## src/rtl/esc_pkg.sv

```systemverilog
// shared constants, codes and helper functions of the elevator scan call scheduler
package esc_pkg;

  localparam int FLOOR_W   = 4;
  localparam int COUNT_W   = 6;
  localparam int CFG_IDX_W = 1;
  localparam int CFG_W     = 4;

  localparam int QUEUE_DEPTH_DEF = 32;

  localparam logic [FLOOR_W-1:0] TOP_FLOOR_RST   = 4'd10;
  localparam logic [FLOOR_W-1:0] START_FLOOR_RST = 4'd1;
  localparam logic [FLOOR_W-1:0] MIN_TOP         = 4'd2;
  localparam logic [FLOOR_W-1:0] GROUND_FLOOR    = 4'd1;

  // configuration register indexes
  localparam logic [CFG_IDX_W-1:0] REG_TOP_FLOOR   = 1'b0;
  localparam logic [CFG_IDX_W-1:0] REG_START_FLOOR = 1'b1;

  // item kinds
  localparam logic KIND_CALL = 1'b0;
  localparam logic KIND_TICK = 1'b1;

  function automatic logic [FLOOR_W-1:0] eff_top(input logic [FLOOR_W-1:0] top);
    eff_top = (top < MIN_TOP) ? MIN_TOP : top;
  endfunction

  function automatic logic [FLOOR_W-1:0] place_car(input logic [FLOOR_W-1:0] start,
                                                   input logic [FLOOR_W-1:0] top);
    logic [FLOOR_W-1:0] t;
    logic [FLOOR_W-1:0] f;
    t = eff_top(top);
    f = (start < GROUND_FLOOR) ? GROUND_FLOOR : start;
    place_car = (f > t) ? t : f;
  endfunction

endpackage

```

## src/rtl/esc_if.sv

```systemverilog
// request and response channel interfaces of the elevator scan call scheduler
interface esc_req_if;
  logic                        valid;
  logic                        ready;
  logic                        kind;
  logic [esc_pkg::FLOOR_W-1:0] call_floor;

  modport source (output valid, kind, call_floor, input ready);
  modport sink (input valid, kind, call_floor, output ready);
endinterface

interface esc_rsp_if;
  logic                        valid;
  logic                        ready;
  logic                        call_accepted;
  logic [esc_pkg::COUNT_W-1:0] served_count;
  logic [esc_pkg::FLOOR_W-1:0] served_floor;
  logic                        served_going_up;
  logic [esc_pkg::FLOOR_W-1:0] new_floor;
  logic                        new_going_up;
  logic [esc_pkg::COUNT_W-1:0] pending_count;

  modport source (output valid, call_accepted, served_count, served_floor, served_going_up,
                  new_floor, new_going_up, pending_count, input ready);
  modport sink (input valid, call_accepted, served_count, served_floor, served_going_up,
                new_floor, new_going_up, pending_count, output ready);
endinterface

```

## src/rtl/esc_ram.sv

```systemverilog
// generic single-port-write, single-port-read ram with registered read data
module esc_ram #(
  parameter int WIDTH = esc_pkg::FLOOR_W,
  parameter int DEPTH = esc_pkg::QUEUE_DEPTH_DEF
) (
  input  logic                     clk,
  input  logic                     we,
  input  logic [$clog2(DEPTH)-1:0] waddr,
  input  logic [WIDTH-1:0]         wdata,
  input  logic [$clog2(DEPTH)-1:0] raddr,
  output logic [WIDTH-1:0]         rdata
);

  logic [WIDTH-1:0] mem [DEPTH];

  always_ff @(posedge clk) begin
    if (we) begin
      mem[waddr] <= wdata;
    end
    rdata <= mem[raddr];
  end

endmodule

```

## src/rtl/elevator_scan_call_scheduler.sv

```systemverilog
// Elevator call scheduler (SCAN). Pending calls live in a QUEUE_DEPTH x 4 ram in arrival
// order. A call item is written at the tail in the accept cycle and its result is registered
// in ST_FIN. For a tick with calls pending, the scan reads one entry per cycle from the
// ram's read port, serves entries for the car's floor and writes the others back compacted
// through the write port, then ST_MOVE updates direction and floor. A tick with nothing
// pending skips the scan and the move and goes straight to ST_FIN. One item is in work at
// a time; the result register lets the next item start before the result is taken, and an
// item only waits at its end if the previous result is still unclaimed.
module elevator_scan_call_scheduler #(
  parameter int QUEUE_DEPTH = esc_pkg::QUEUE_DEPTH_DEF
) (
  input  logic                          clk,
  input  logic                          rst,
  input  logic                          wr_en,
  input  logic [esc_pkg::CFG_IDX_W-1:0] wr_index,
  input  logic [esc_pkg::CFG_W-1:0]     wr_data,
  esc_req_if.sink                       req,
  esc_rsp_if.source                     rsp
);

  localparam int AW    = $clog2(QUEUE_DEPTH);
  localparam int CNT_W = $clog2(QUEUE_DEPTH + 1);
  localparam int FW    = esc_pkg::FLOOR_W;

  typedef enum logic [3:0] {
    ST_IDLE = 4'b0001,
    ST_SCAN = 4'b0010,
    ST_MOVE = 4'b0100,
    ST_FIN  = 4'b1000
  } state_t;

  state_t            state;
  logic [FW-1:0]     top_floor;
  logic [FW-1:0]     car_floor;
  logic              car_up;
  logic [CNT_W-1:0]  total;
  logic [CNT_W-1:0]  chk;
  logic [CNT_W-1:0]  keep;
  logic [CNT_W-1:0]  served;
  logic              above;
  logic              below;

  logic              res_acc;
  logic [CNT_W-1:0]  res_served;
  logic [FW-1:0]     res_srv_floor;
  logic              res_srv_up;

  logic              out_valid;
  logic              out_acc;
  logic [esc_pkg::COUNT_W-1:0] out_served;
  logic [FW-1:0]     out_srv_floor;
  logic              out_srv_up;
  logic [FW-1:0]     out_new_floor;
  logic              out_new_up;
  logic [esc_pkg::COUNT_W-1:0] out_pending;

  logic              req_fire;
  logic              call_ok;
  logic [FW-1:0]     top_eff;
  logic [CNT_W-1:0]  chk_next;
  logic              last;
  logic              match;

  logic              ram_we;
  logic [AW-1:0]     ram_waddr;
  logic [FW-1:0]     ram_wdata;
  logic [AW-1:0]     ram_raddr;
  logic [FW-1:0]     ram_rdata;

  logic              up_turn;
  logic [FW:0]       step_floor;
  logic [FW-1:0]     floor_next;
  logic              up_next;

  assign req.ready = (state == ST_IDLE);
  assign req_fire  = req.valid && req.ready;
  assign top_eff   = esc_pkg::eff_top(top_floor);
  assign call_ok   = (req.call_floor >= esc_pkg::GROUND_FLOOR) && (req.call_floor <= top_eff)
                     && (total < CNT_W'(QUEUE_DEPTH));
  assign chk_next  = chk + CNT_W'(1);
  assign last      = (chk == total - CNT_W'(1));
  assign match     = (ram_rdata == car_floor);

  // tail write on an accepted call, compacting write-back during the scan
  always_comb begin
    if (state == ST_SCAN) begin
      ram_we    = !match;
      ram_waddr = keep[AW-1:0];
      ram_wdata = ram_rdata;
      ram_raddr = chk_next[AW-1:0];
    end else begin
      ram_we    = req_fire && (req.kind == esc_pkg::KIND_CALL) && call_ok;
      ram_waddr = total[AW-1:0];
      ram_wdata = req.call_floor;
      ram_raddr = '0;
    end
  end

  esc_ram #(
    .WIDTH (FW),
    .DEPTH (QUEUE_DEPTH)
  ) u_queue (
    .clk   (clk),
    .we    (ram_we),
    .waddr (ram_waddr),
    .wdata (ram_wdata),
    .raddr (ram_raddr),
    .rdata (ram_rdata)
  );

  // reverse when nothing lies ahead, then step and clamp
  always_comb begin
    up_turn = car_up;
    if (!above && car_up) begin
      up_turn = 1'b0;
    end else if (!below && !car_up) begin
      up_turn = 1'b1;
    end
    step_floor = up_turn ? ({1'b0, car_floor} + (FW+1)'(1)) : ({1'b0, car_floor} - (FW+1)'(1));
    floor_next = step_floor[FW-1:0];
    up_next    = up_turn;
    if (step_floor > {1'b0, top_eff}) begin
      floor_next = top_eff;
      up_next    = 1'b0;
    end else if (step_floor == '0) begin
      floor_next = esc_pkg::GROUND_FLOOR;
      up_next    = 1'b1;
    end
  end

  always_ff @(posedge clk) begin
    if (rst) begin
      state       <= ST_IDLE;
      top_floor   <= esc_pkg::TOP_FLOOR_RST;
      car_floor   <= esc_pkg::place_car(esc_pkg::START_FLOOR_RST, esc_pkg::TOP_FLOOR_RST);
      car_up      <= 1'b1;
      total       <= '0;
      out_valid   <= 1'b0;
    end else begin
      if (out_valid && rsp.ready && (state != ST_FIN)) begin
        out_valid <= 1'b0;
      end
      if (wr_en) begin
        case (wr_index)
          esc_pkg::REG_TOP_FLOOR: begin
            top_floor <= wr_data;
          end
          esc_pkg::REG_START_FLOOR: begin
            car_floor <= esc_pkg::place_car(wr_data, top_floor);
          end
          default: begin
          end
        endcase
      end
      case (state)
        ST_IDLE: begin
          if (req_fire) begin
            res_srv_floor <= car_floor;
            res_srv_up    <= car_up;
            res_served    <= '0;
            res_acc       <= (req.kind == esc_pkg::KIND_CALL) && call_ok;
            if (req.kind == esc_pkg::KIND_CALL) begin
              if (call_ok) begin
                total <= total + CNT_W'(1);
              end
              state <= ST_FIN;
            end else if (total == '0) begin
              state <= ST_FIN;
            end else begin
              chk    <= '0;
              keep   <= '0;
              served <= '0;
              above  <= 1'b0;
              below  <= 1'b0;
              state  <= ST_SCAN;
            end
          end
        end
        ST_SCAN: begin
          if (match) begin
            served <= served + CNT_W'(1);
          end else begin
            keep <= keep + CNT_W'(1);
            if (ram_rdata > car_floor) begin
              above <= 1'b1;
            end
            if (ram_rdata < car_floor) begin
              below <= 1'b1;
            end
          end
          chk <= chk_next;
          if (last) begin
            state <= ST_MOVE;
          end
        end
        ST_MOVE: begin
          car_floor  <= floor_next;
          car_up     <= up_next;
          total      <= keep;
          res_served <= served;
          state      <= ST_FIN;
        end
        ST_FIN: begin
          if (!out_valid || rsp.ready) begin
            out_valid     <= 1'b1;
            out_acc       <= res_acc;
            out_served    <= esc_pkg::COUNT_W'(res_served);
            out_srv_floor <= res_srv_floor;
            out_srv_up    <= res_srv_up;
            out_new_floor <= car_floor;
            out_new_up    <= car_up;
            out_pending   <= esc_pkg::COUNT_W'(total);
            state         <= ST_IDLE;
          end
        end
        default: begin
          state <= ST_IDLE;
        end
      endcase
    end
  end

  assign rsp.valid           = out_valid;
  assign rsp.call_accepted   = out_acc;
  assign rsp.served_count    = out_served;
  assign rsp.served_floor    = out_srv_floor;
  assign rsp.served_going_up = out_srv_up;
  assign rsp.new_floor       = out_new_floor;
  assign rsp.new_going_up    = out_new_up;
  assign rsp.pending_count   = out_pending;

  a_total_bound: assert property (@(posedge clk) disable iff (rst)
    total <= CNT_W'(QUEUE_DEPTH))
    else $error("pending total above queue depth");

  a_car_floor: assert property (@(posedge clk) disable iff (rst)
    car_floor != '0)
    else $error("car at floor zero");

  a_keep_chk: assert property (@(posedge clk) disable iff (rst)
    (state == ST_SCAN) |-> (keep <= chk) && (chk < total))
    else $error("compaction write index ahead of scan");

  a_call_served: assert property (@(posedge clk) disable iff (rst)
    out_valid && out_acc |-> out_served == '0)
    else $error("call item reports served calls");

  a_scan_end: assert property (@(posedge clk) disable iff (rst)
    (state == ST_MOVE) |-> $past(state == ST_SCAN) && (keep + served == total))
    else $error("scan lost or duplicated entries");

endmodule

```

## src/flat_wrapper.sv

```systemverilog
// flat-port wrapper written by rule: the top's interface ports become plain ports
module elevator_scan_call_scheduler_flat 
#(
  parameter int QUEUE_DEPTH = esc_pkg::QUEUE_DEPTH_DEF
)
  (clk, rst, wr_en, wr_index, wr_data, req_valid, req_kind, req_call_floor, req_ready, rsp_valid, rsp_call_accepted, rsp_served_count, rsp_served_floor, rsp_served_going_up, rsp_new_floor, rsp_new_going_up, rsp_pending_count, rsp_ready);
  esc_req_if req_i ();
  esc_rsp_if rsp_i ();
  input  logic clk;
  input  logic rst;
  input  logic wr_en;
  input  logic [esc_pkg::CFG_IDX_W-1:0] wr_index;
  input  logic [esc_pkg::CFG_W-1:0] wr_data;
  input wire logic [$bits(req_i.valid)-1:0] req_valid;
  input wire logic [$bits(req_i.kind)-1:0] req_kind;
  input wire logic [$bits(req_i.call_floor)-1:0] req_call_floor;
  output wire logic [$bits(req_i.ready)-1:0] req_ready;
  output wire logic [$bits(rsp_i.valid)-1:0] rsp_valid;
  output wire logic [$bits(rsp_i.call_accepted)-1:0] rsp_call_accepted;
  output wire logic [$bits(rsp_i.served_count)-1:0] rsp_served_count;
  output wire logic [$bits(rsp_i.served_floor)-1:0] rsp_served_floor;
  output wire logic [$bits(rsp_i.served_going_up)-1:0] rsp_served_going_up;
  output wire logic [$bits(rsp_i.new_floor)-1:0] rsp_new_floor;
  output wire logic [$bits(rsp_i.new_going_up)-1:0] rsp_new_going_up;
  output wire logic [$bits(rsp_i.pending_count)-1:0] rsp_pending_count;
  input wire logic [$bits(rsp_i.ready)-1:0] rsp_ready;
  assign req_i.valid = req_valid;
  assign req_i.kind = req_kind;
  assign req_i.call_floor = req_call_floor;
  assign req_ready = req_i.ready;
  assign rsp_valid = rsp_i.valid;
  assign rsp_call_accepted = rsp_i.call_accepted;
  assign rsp_served_count = rsp_i.served_count;
  assign rsp_served_floor = rsp_i.served_floor;
  assign rsp_served_going_up = rsp_i.served_going_up;
  assign rsp_new_floor = rsp_i.new_floor;
  assign rsp_new_going_up = rsp_i.new_going_up;
  assign rsp_pending_count = rsp_i.pending_count;
  assign rsp_i.ready = rsp_ready;
  elevator_scan_call_scheduler #(.QUEUE_DEPTH(QUEUE_DEPTH)) u_core (.clk(clk), .rst(rst), .wr_en(wr_en), .wr_index(wr_index), .wr_data(wr_data), .req(req_i), .rsp(rsp_i));
endmodule
```

## config.mk

```make
export PLATFORM = sky130hd
export DESIGN_NAME = elevator_scan_call_scheduler_flat
export DESIGN_NICKNAME = d
export VERILOG_FILES = /design/src/rtl/esc_pkg.sv /design/src/rtl/esc_if.sv /design/src/rtl/esc_ram.sv /design/src/rtl/elevator_scan_call_scheduler.sv /design/src/flat_wrapper.sv
export SDC_FILE = /design/constraint.sdc
export NUM_CORES = 1
export LEC_CHECK = 0
export ABC_AREA = 1
export BUFFER_PORTS_ARGS = -buffer_cell sky130_fd_sc_hd__buf_2
export CELL_PAD_IN_SITES_DETAIL_PLACEMENT = 1
export CELL_PAD_IN_SITES_GLOBAL_PLACEMENT = 1
export CORE_MARGIN = 1.5
export CORE_UTILIZATION = 52
export DETAILED_ROUTE_END_ITERATION = 6
export GPL_ROUTABILITY_DRIVEN = 0
export PLACE_DENSITY = 0.95
export SLEW_MARGIN = 5
export SYNTH_ARGS = -nofsm -noshare
export SYNTH_HDL_FRONTEND = slang
export SYNTH_SLANG_ARGS = --single-unit
```

## constraint.sdc

```tcl
create_clock -name clk -period 5.2 [get_ports clk]
set_input_delay 0.26 -clock clk [delete_from_list [all_inputs] [get_ports clk]]
set_output_delay 0.26 -clock clk [all_outputs]
set_load 0.1 [all_outputs]
```

After elaboration in Yosys (flattened, before gate mapping)
Memory sizes are Yosys's and may differ from the RTL's. A register that Yosys moved wholly into a read port is not among the register bits.
Cells that the tools add are included.
{"block": "classes", "n_addsub": 7, "n_lt_le_gt_ge": 9, "eq_ne": 18, "muxes": 51, "bitwise": 3, "n_reduce_logical": 34}
{"operator": "6-bit case mux with 2 select lines", "n": 5}
{"operator": "4-bit two-way mux", "n": 14}
{"operator": "6-bit two-way mux", "n": 9}
{"operator": "6-bit by 1-bit adder with 6-bit output, second input constant", "n": 4}
{"operator": "1-bit two-way mux", "n": 17}
{"operator": "2-bit inequality test, second input constant", "n": 8}
{"operator": "4-bit case mux with 4 select lines", "n": 1}
{"operator": "5-bit two-way mux", "n": 3}
{"operator": "7-bit AND reduction", "n": 2}
{"operator": "3-bit AND reduction", "n": 4}
{"operator": "6-bit AND reduction", "n": 2}
{"operator": "1-bit logical AND", "n": 10}
{"operator": "4-bit greater-than comparator", "n": 2}
{"operator": "2-bit nonzero test", "n": 4}
{"operator": "6-bit == test", "n": 1}
{"operator": "6-bit zero test", "n": 1}
{"operator": "6-bit less-than comparator, second input constant", "n": 1}
{"operator": "2-bit by 1-bit inequality test with 1-bit output, second input constant", "n": 3}
{"operator": "6-bit by 1-bit subtractor with 6-bit output, second input constant", "n": 1}
{"operator": "4-bit by 1-bit adder with 5-bit output, second input constant", "n": 1}
{"operator": "5-bit by 4-bit greater-than comparator with 1-bit output", "n": 1}
{"operator": "1-bit zero test", "n": 5}
{"operator": "5-bit zero test", "n": 1}
{"operator": "5-bit AND reduction", "n": 1}
{"operator": "other kinds (17)", "n": 21}
{"block": "word_totals", "register_bits": 75, "ram_bits": 128, "input_bits": 15, "out_inout_bits": 25, "wordCells": 145, "n_memories": 1}
{"memory": "u_core.u_queue.mem", "depth": 32, "width": 4, "rd": 1, "rd_clocked_by_memory_dff": 1, "write_ports": 1, "line_no": "esc_ram.sv:14", "source": "logic [WIDTH-1:0] mem [DEPTH];"}

Logic depth before layout (Yosys ltp)
Gate-level depths: netlist of run 1.
{"block": "depth", "depth_word": 9, "depth_mapped": 20, "depth_no_buf": 20}

Cells and area by module
Synthesis of run 1 repeated with hierarchy kept, for this count alone.
{"block": "hier_totals", "hier_cells": 951, "hier_area_um2": 9605.5}
{"mod": "esc_ram", "instances": 1, "cells_per_inst": 486, "area_each_um2": 5497.8, "seq_area_each_um2": 3923.8}
{"mod": "elevator_scan_call_scheduler", "instances": 1, "cells_per_inst": 465, "area_each_um2": 4107.7, "seq_area_each_um2": 2052.0}

Worst setup path after synthesis of run 1
No wires, ideal clock.
{"block": "synth_timing", "kind": "reg2reg", "start": "register u_core.out_valid (netlist: u_core.rsp.valid)", "end": "register u_core.out_acc (netlist: u_core.rsp.call_accepted) (enable)", "setup_time_ns": 0.432, "t_arrival_ns": 2.475, "required_ns": 4.768, "slack_ns": 2.293, "path_stages_with_launch": 4, "n_path_buf": 0, "synth_period_minus_slack_ns": 2.907, "cell_sequence": "dfxtp_1 -> inv_1 -> nor2_1 -> nor3_1"}
{"block": "synth_via", "elab_chain_cells": 3}
{"item": "start, declared", "line_no": "elevator_scan_call_scheduler.sv:48", "source": "logic out_valid;"}
{"item": "start signal, assigned", "line_no": "elevator_scan_call_scheduler.sv:138", "source": "out_valid <= 1'b0;"}
{"item": "start signal, assigned", "line_no": "elevator_scan_call_scheduler.sv:141", "source": "out_valid <= 1'b0;"}
{"item": "start signal, assigned", "line_no": "elevator_scan_call_scheduler.sv:205", "source": "out_valid <= 1'b1;"}
{"item": "1-bit zero test", "line_no": "elevator_scan_call_scheduler.sv:204", "source": "if (!out_valid || rsp.ready) begin"}
{"item": "1-bit logical OR", "line_no": "elevator_scan_call_scheduler.sv:204"}
{"item": "3-bit AND reduction (no source line)"}
{"item": "end signal, assigned", "line_no": "elevator_scan_call_scheduler.sv:206", "source": "out_acc <= res_acc;"}
{"item": "end, declared", "line_no": "elevator_scan_call_scheduler.sv:49", "source": "logic out_acc;"}
Every way passes these cells.
A chain may end at the register's enable or synchronous reset.

Worst setup path in the final report of run 1
{"block": "layout_timing", "start": "register u_core.below", "end": "register u_core.car_floor[3]"}
{"block": "layout_via", "elab_chain_cells": 9, "elab_cells_between_ends": 10, "classes_between": "order compare (1); mux (6); reduce/logical (3)"}
{"item": "start, declared", "line_no": "elevator_scan_call_scheduler.sv:41", "source": "logic below;"}
{"item": "start signal, assigned", "line_no": "elevator_scan_call_scheduler.sv:174", "source": "below <= 1'b0;"}
{"item": "start signal, assigned", "line_no": "elevator_scan_call_scheduler.sv:188", "source": "below <= 1'b1;"}
{"item": "1-bit zero test *", "line_no": "elevator_scan_call_scheduler.sv:116", "source": "end else if (!below && !car_up) begin"}
{"item": "1-bit logical AND *", "line_no": "elevator_scan_call_scheduler.sv:116"}
{"item": "1-bit two-way mux *", "line_no": "elevator_scan_call_scheduler.sv:116"}
{"item": "1-bit two-way mux *", "line_no": "elevator_scan_call_scheduler.sv:114", "source": "if (!above && car_up) begin"}
{"item": "5-bit two-way mux *", "line_no": "elevator_scan_call_scheduler.sv:119", "source": "step_floor = up_turn ? ({1'b0, car_floor} + (FW+1)'(1)) : ({1'b0, car_floor} - (FW+1)'(1));"}
{"item": "parallel branches: the longest is 2 deep, another holds 5-bit by 4-bit greater-than comparator with 1-bit output"}
{"item": "4-bit two-way mux *", "line_no": "elevator_scan_call_scheduler.sv:122", "source": "if (step_floor > {1'b0, top_eff}) begin"}
{"item": "4-bit two-way mux *", "line_no": "elevator_scan_call_scheduler.sv:155", "source": "case (state)"}
{"item": "end signal, assigned", "line_no": "elevator_scan_call_scheduler.sv:135", "source": "car_floor <= esc_pkg::place_car(esc_pkg::START_FLOOR_RST, esc_pkg::TOP_FLOOR_RST);"}
{"item": "end signal, assigned", "line_no": "elevator_scan_call_scheduler.sv:149", "source": "car_floor <= esc_pkg::place_car(wr_data, top_floor);"}
{"item": "end signal, assigned", "line_no": "elevator_scan_call_scheduler.sv:197", "source": "car_floor <= floor_next;"}
{"item": "end, declared", "line_no": "elevator_scan_call_scheduler.sv:34", "source": "logic [FW-1:0] car_floor;"}
Every way passes the cells marked *.

==> results of run 1 <==
layout make-up:
cell class,count,share of cell area [%]
clock buffer,31,5.868
clock inverter,11,1.444
inverter,166,5.664
multi-input combinational,592,27.83
sequential,207,54.32
tap,229,2.604
timing repair buffer,46,2.275
cell families (layout without fill, tap and decap cells):
logic type               Yosys count  in the layout  synth area share [%]
adder cells (fa/ha/maj)           27             27                 3.529
buffers and inverters            199            254                 7.889
AO/OA/AOI/OAI                    137            137                 8.452
AND/OR/NAND/NOR                  418            418                 18.17
XOR/XNOR                          10             10                0.8950
flip-flops                       207            207                 61.07
critical path: stages, from the launching register on:
cell and delay, ps:
edfxtp_1 380, o21ai_0 370, inv_1 230, ha_1 390, a21oi_1 260, nand2_1 100
nand2_1 110, nand2_1 90, ha_1 320, nand2_1 80, inv_1 60, nand2_1 90
nand2_1 70, nand2_1 150, nand2_1 180, a21oi_1 170, o21ai_0 130, nand3_1 90
nand2_1 70, inv_1 50
synth_stat cells, types with 2 or more instances:
library cell / instances / share of area [%]
nand2_1: 226 / 8.7
edfxtp_1: 183 / 56
inv_1: 161 / 6.2
nand3_1: 94 / 4.8
nor2_1: 74 / 2.8
o21ai_0: 48 / 2.5
o211ai_1: 44 / 3.4
a21oi_1: 34 / 1.7
ha_1: 26 / 3.3
dfxtp_1: 24 / 4.9
clkbuf_1: 19 / 0.73
buf_2: 11 / 0.56
nor3_1: 9 / 0.46
nand4_1: 6 / 0.38
xor2_1: 6 / 0.54
xnor2_1: 4 / 0.36
a31oi_1: 3 / 0.19
inv_2: 3 / 0.12
o21a_1: 3 / 0.23
clkinv_1: 2 / 0.077
nand3_2: 2 / 0.20
nor2_4: 2 / 0.23
nor3_4: 2 / 0.33
o21bai_1: 2 / 0.15
per-stage QoR:
| stage | power, W | std cells | setup slack [ps] | util, % |
|---|---|---|---|---|
| floorplan | 0.002383 | 998 | 2293 | - |
| global placement | 0.002508 | 1239 | 2167 | 55.95 |
| detailed placement | 0.002553 | 1239 | 1994 | 55.95 |
| CTS | 0.004286 | 1282 | 1816 | 60.42 |
| global route | 0.004413 | 1282 | 1556 | 60.42 |
| finish | 0.004277 | 1282 | 1781 | 60.42 |
power groups by stage:
stage | clock network [W] | logic, W | registers (W)
6_report | 0.00173 | 0.000606 | 0.00194
3_3_place_gp | 0 | 0.000538 | 0.00197
2_1_floorplan | 0 | 0.000377 | 0.00201
5_1_grt | 0.00180 | 0.000666 | 0.00195
3_5_place_dp | 0 | 0.000576 | 0.00198
4_1_cts | 0.00174 | 0.000600 | 0.00194
routing by layer:
| metal | share of wire [%] | up-vias | global-route usage (%) |
|---|---|---|---|
| li1 | - | 3421 | - |
| met1 | 39 | 3644 | 31.64 |
| met2 | 52 | 310 | 51.41 |
| met3 | 5.4 | 94 | 5.162 |
| met4 | 4.0 | 0 | 11.25 |
| met5 | 0 | - | 0 |
cell usage in the layout, fill, tap and decap left out, types with 6 or more instances in the layout:
| cell type | synthesis | routed |
|---|---|---|
| a21oi_1 | 34 | 34 |
| buf_2 | 11 | 39 |
| buf_4 | 1 | 6 |
| clkbuf_16 | 0 | 23 |
| dfxtp_1 | 24 | 24 |
| edfxtp_1 | 183 | 183 |
| ha_1 | 26 | 26 |
| inv_1 | 161 | 161 |
| nand2_1 | 226 | 226 |
| nand3_1 | 94 | 94 |
| nand4_1 | 6 | 6 |
| nor2_1 | 74 | 74 |
| nor3_1 | 9 | 8 |
| o211ai_1 | 44 | 44 |
| o21ai_0 | 48 | 45 |
| xor2_1 | 6 | 6 |
state kept, by name, summed over array words and instances (netlist names), 6 cells and up:
| register | cells |
|---|---|
| u_core.u_queue.mem | 128 |
| u_core.rsp.pending_count | 6 |
| u_core.served | 6 |
| u_core.rsp.served_count | 6 |
| u_core.keep | 6 |
| u_core.chk | 6 |
| u_core.total | 6 |
| u_core.res_served | 6 |
path summary, 6_finish.rpt:
check / slack [ps] / end / cells past startpoint / from
setup / recovery: 1780 / u_core.car_floor[3] / 19 / u_core.below
hold / removal: 20 / u_core.top_floor[3] / 3 / wr_data[3]
hold reg to reg: 420 / u_core.rsp.served_count[5] / 0 / u_core.res_served[5]
setup reg to reg: 1780 / u_core.car_floor[3] / 19 / u_core.below
==> metrics.cfg, run 1 <==
[floorplan]
start_util_pct=53.74
io_pins=40
coreArea_um2=18210
die_y_um=140.2
die_x_um=140.2
dieArea_um2=19650
core.rowCount=49

[timing]
timing.hold.ws_ps=21.79
post-route-period-util_pct=65.76
setup_tns_ps=0
final_max_slew_viol_count=0
slew_headroom_pct=25.89
clock.fmax_mhz=292.5
finClkSkew_ps=28.28
hold_viol_final=0
worst_pin_slew_ps=1112
finalSetupViolCount=0
grt_setup_unrepaired=no
fin_crit_ps=3419

[pwr]
combPwrFrac_pct=14.2
powerDensity_nw_per_um2=388.7
p_int_w=0.003108
power.leakage_nw=4.731
ir_worst_vdd_mv=0.4181
p_sw_share_pct=27.33
pwr-share-seq_pct=45.5
pwr-share-clk_pct=40.4
switchingPower_w=0.001169

[finish]
seq_area_um2=5976
nets=1078
area_growth_pct=12.43
n_fill_cell=1982
drive_gt1_share_pct=9.307
diodes=0
design_area_um2=11000
multi_input_area_um2=3062

[yosys]
yosysSeqAreaShare_pct=61.07
synth-edff-count=183
synthFlopType=edfxtp_1
syn_area_per_cell_um2=9.805
async_reset_ff_share_pct=0
syn_area_um2=9786
synth_cells=998
yosys_warnings=0
synth.ff_latch_count=207
synthesis.nets=1040
synthDistinctLibCells=34

[detailed_routing]
drtIter0Drc=667
drc=0
avgViaCountPerCell=5.826
dr.pass1.iters=5
num_vias=7469
avgRoutedWirePerCell_um=21.00
routed_wirelength_mm=26.92
ant_nets=0

[placement]
place_hpwl_mm=17.37
port_buffers=39
place_area_um2=10190

[outcome]
outcome=finished, final reports clean

[setup_path]
critPathRequiredTime_ps=5650
end_kind=flop
critical_path_class=flop to flop
critPathArrivalTime_ps=3870
critPathLaunchType=flop
critical_path.max_fanout=6

[clocking]
postCtsHoldBufs=1
numCtsBuffers=23
cts.sinks=207
cts_resized=0
cts_setup_buffers=0
cts_max_path_buffers=3
clk_latency_ps=530
ctsRootBufferMaster=clkbuf_16
cts_tree=built
path_clk_slew_ps=50
ctsHtreeMaxLevel=1

[global_routing]
grt_max_degree=118
grt_pass1_vias=7947
grt_pass1_wl_mm=42.26
antenna_found_initial=0
overflow=0
track_usage_pct=27.82

[hold_path]
hold_path.class=primary input to flop

[run]
drv_cap=0

Power figures use the tool's default switching activity.
==> inputs of run 2 (changes only) <==
Settings changed: CORE_UTILIZATION 52 to 44, PLACE_DENSITY 0.95 to 0.87.
Clock period 5.2 ns to 2.74 ns, I/O delays scaled along.
==> metrics.cfg, run 2 (synthesized netlist as in run 1, its figures left out) <==
[outcome]
outcome=finished, final reports clean

[setup_path]
reg2reg_slack_ps=70  ; -1710 ps
critPathLaunchType=flop
reg2reg_from=u_core.top_floor[1]
rr_worst_depth=12  ; -7
critPathCapture=u_core.u_queue.mem[4][3]
end_kind=flop
critPathLaunch=u_core.top_floor[1]
critical_path.max_fanout=6  ; unchanged
critical_path_class=flop to flop
critPathRequiredTime_ps=2950  ; -2700 ps
r2r_end=u_core.u_queue.mem[4][3]
critPathArrivalTime_ps=2880  ; -990 ps

[clocking]
cts.sinks=207  ; unchanged
clk_latency_ps=520  ; about the same
numCtsBuffers=23  ; unchanged
cts_tree=built
cts_max_path_buffers=3  ; unchanged
path_clk_slew_ps=60  ; about the same
ctsRootBufferMaster=clkbuf_16
ctsHtreeMaxLevel=1  ; unchanged

[detailed_routing]
ant_nets=0  ; unchanged
avgViaCountPerCell=5.359  ; -8.0%
dr.pass1.iters=5  ; unchanged
drtIter0Drc=394  ; -41%
routed_wirelength_mm=26.06  ; -3.2%
avgRoutedWirePerCell_um=19.00  ; -9.5%
num_vias=7353  ; -1.6%
drc=0  ; unchanged

[global_routing]
grt_max_degree=83  ; -30%
track_usage_pct=22.32  ; -5.5 points
grt_pass1_wl_mm=41.42  ; -2.0%
overflow=0  ; unchanged
grt_pass1_vias=7921  ; -0.33%
antenna_found_initial=0  ; unchanged

[finish]
nets=1117  ; +3.6%
drive_gt1_share_pct=16.48  ; +7.2 points
diodes=0  ; unchanged
layout_common_cells=216 x nand2_1, 183 x edfxtp_1, 150 x inv_1
regMostFlops=u_core.u_queue.mem
largest_reg_flops=128  ; unchanged
final_common_cell=nand2_1
area_growth_pct=18.10

[timing]
slew_headroom_pct=31.33  ; +5.4 points
finClkSkew_ps=8.540  ; -19.74 ps
final_max_slew_viol_count=0  ; unchanged
clock.fmax_mhz=374.6  ; +28%
finalSetupViolCount=0  ; unchanged
layout_setup_ws_ps=70.51  ; -1710 ps
hold_viol_final=0  ; unchanged
worst_pin_slew_ps=1026  ; -85.46 ps
timing.hold.ws_ps=57.19  ; +35.40 ps
setup_tns_ps=0  ; unchanged
grt_setup_unrepaired=yes
post-route-period-util_pct=97.43  ; +32 points
fin_crit_ps=2669  ; -749.8 ps

[floorplan]
coreArea_um2=21820  ; +20%
io_pins=40  ; unchanged
die_x_um=152.1  ; +8.5%
dieArea_um2=23140  ; +18%
core.rowCount=54  ; +10%
die_y_um=152.1  ; +8.5%
start_util_pct=44.84  ; -8.9 points

[placement]
place_hpwl_mm=17.43  ; +0.37%
port_buffers=39  ; unchanged
place_ws_ps=-142.5  ; -2136 ps

[run]
drv_cap=0  ; unchanged

[pwr]
powerDensity_nw_per_um2=714.0  ; +84%
power.leakage_nw=4.910  ; +3.8%
ir_worst_vdd_mv=0.5860  ; +40%

[hold_path]
hold_path.class=primary input to flop

-- run 2: metrics by stage --
stage | cell area (um^2) | util (%) | instances | power, W
6_report | 11560 | 52.96 | 1372 | 0.008252
5_1_grt | 11560 | 52.96 | 1372 | 0.008548
4_1_cts | 11380 | 52.16 | 1368 | 0.008196
3_5_place_dp | 10480 | 48.00 | 1318 | 0.004889
3_3_place_gp | 10480 | 48.00 | 1318 | 0.004818
2_1_floorplan | 9791 | - | 998 | 0.004522
-- run 2: power breakdown --
group / switching (W) / total, W / internal, W
clock: 0.00126 / 0.00330 / 0.00204
sequential: 0.0000892 / 0.00367 / 0.00358
combinational: 0.000894 / 0.00128 / 0.000386
total: 0.00224 / 0.00825 / 0.00601
-- run 2: area by class of cell --
| type | count | area (um^2) |
|---|---|---|
| Fill cell | 2407 | 10270 |
| Sequential cell | 207 | 5978 |
| Multi-Input combinational cell | 592 | 3236 |
| Inverter | 166 | 623.1 |
| Clock buffer | 28 | 604.3 |
| Timing Repair Buffer | 85 | 564.3 |
| Tap cell | 280 | 350.3 |
| Clock inverter | 14 | 201.4 |
-- run 2: per-layer routing --
layer	wire, um	share of wire [%]	global-route usage (%)
met1	10770	41	26.57
met5	0	0	0
met3	872	3.3	2.901
met4	983	3.8	9.108
met2	13440	52	40.66
-- run 2: critical path: stages, from the launching register on --
cell	delay [ps]
dfxtp_1	310
inv_1	110
nand3_2	100
nand2_2	90
inv_2	60
ha_1	290
a21oi_1	160
o21ai_1	70
o21ai_1	130
nand3_2	150
o21ai_4	320
nand2_2	290
nor2_2	270
-- run 2: worst min path at each step --
| stage | startpoint | endpoint | slack [ps] | depth (start not counted) |
|---|---|---|---|---|
| finish | req_valid | u_core.state[1] | 60 | 5 |
| global placement | wr_data[0] | u_core.top_floor[0] | 390 | 3 |
| CTS | wr_index | u_core.top_floor[2] | 20 | 3 |
| detailed placement | wr_data[3] | u_core.top_floor[3] | 400 | 3 |
| global route | req_valid | u_core.state[1] | 60 | 5 |
| floorplan | rst | u_core.total[0] | 210 | 1 |
-- run 2: repair_timing --
action / CTS / global route
buffers inserted: 0 / 4
pin swaps: 0 / 6
hold endpoints to repair: 7 / 0
gates resized for setup: 10 / 50
setup endpoints to repair: 56 / 137
hold buffers: 8 / 0
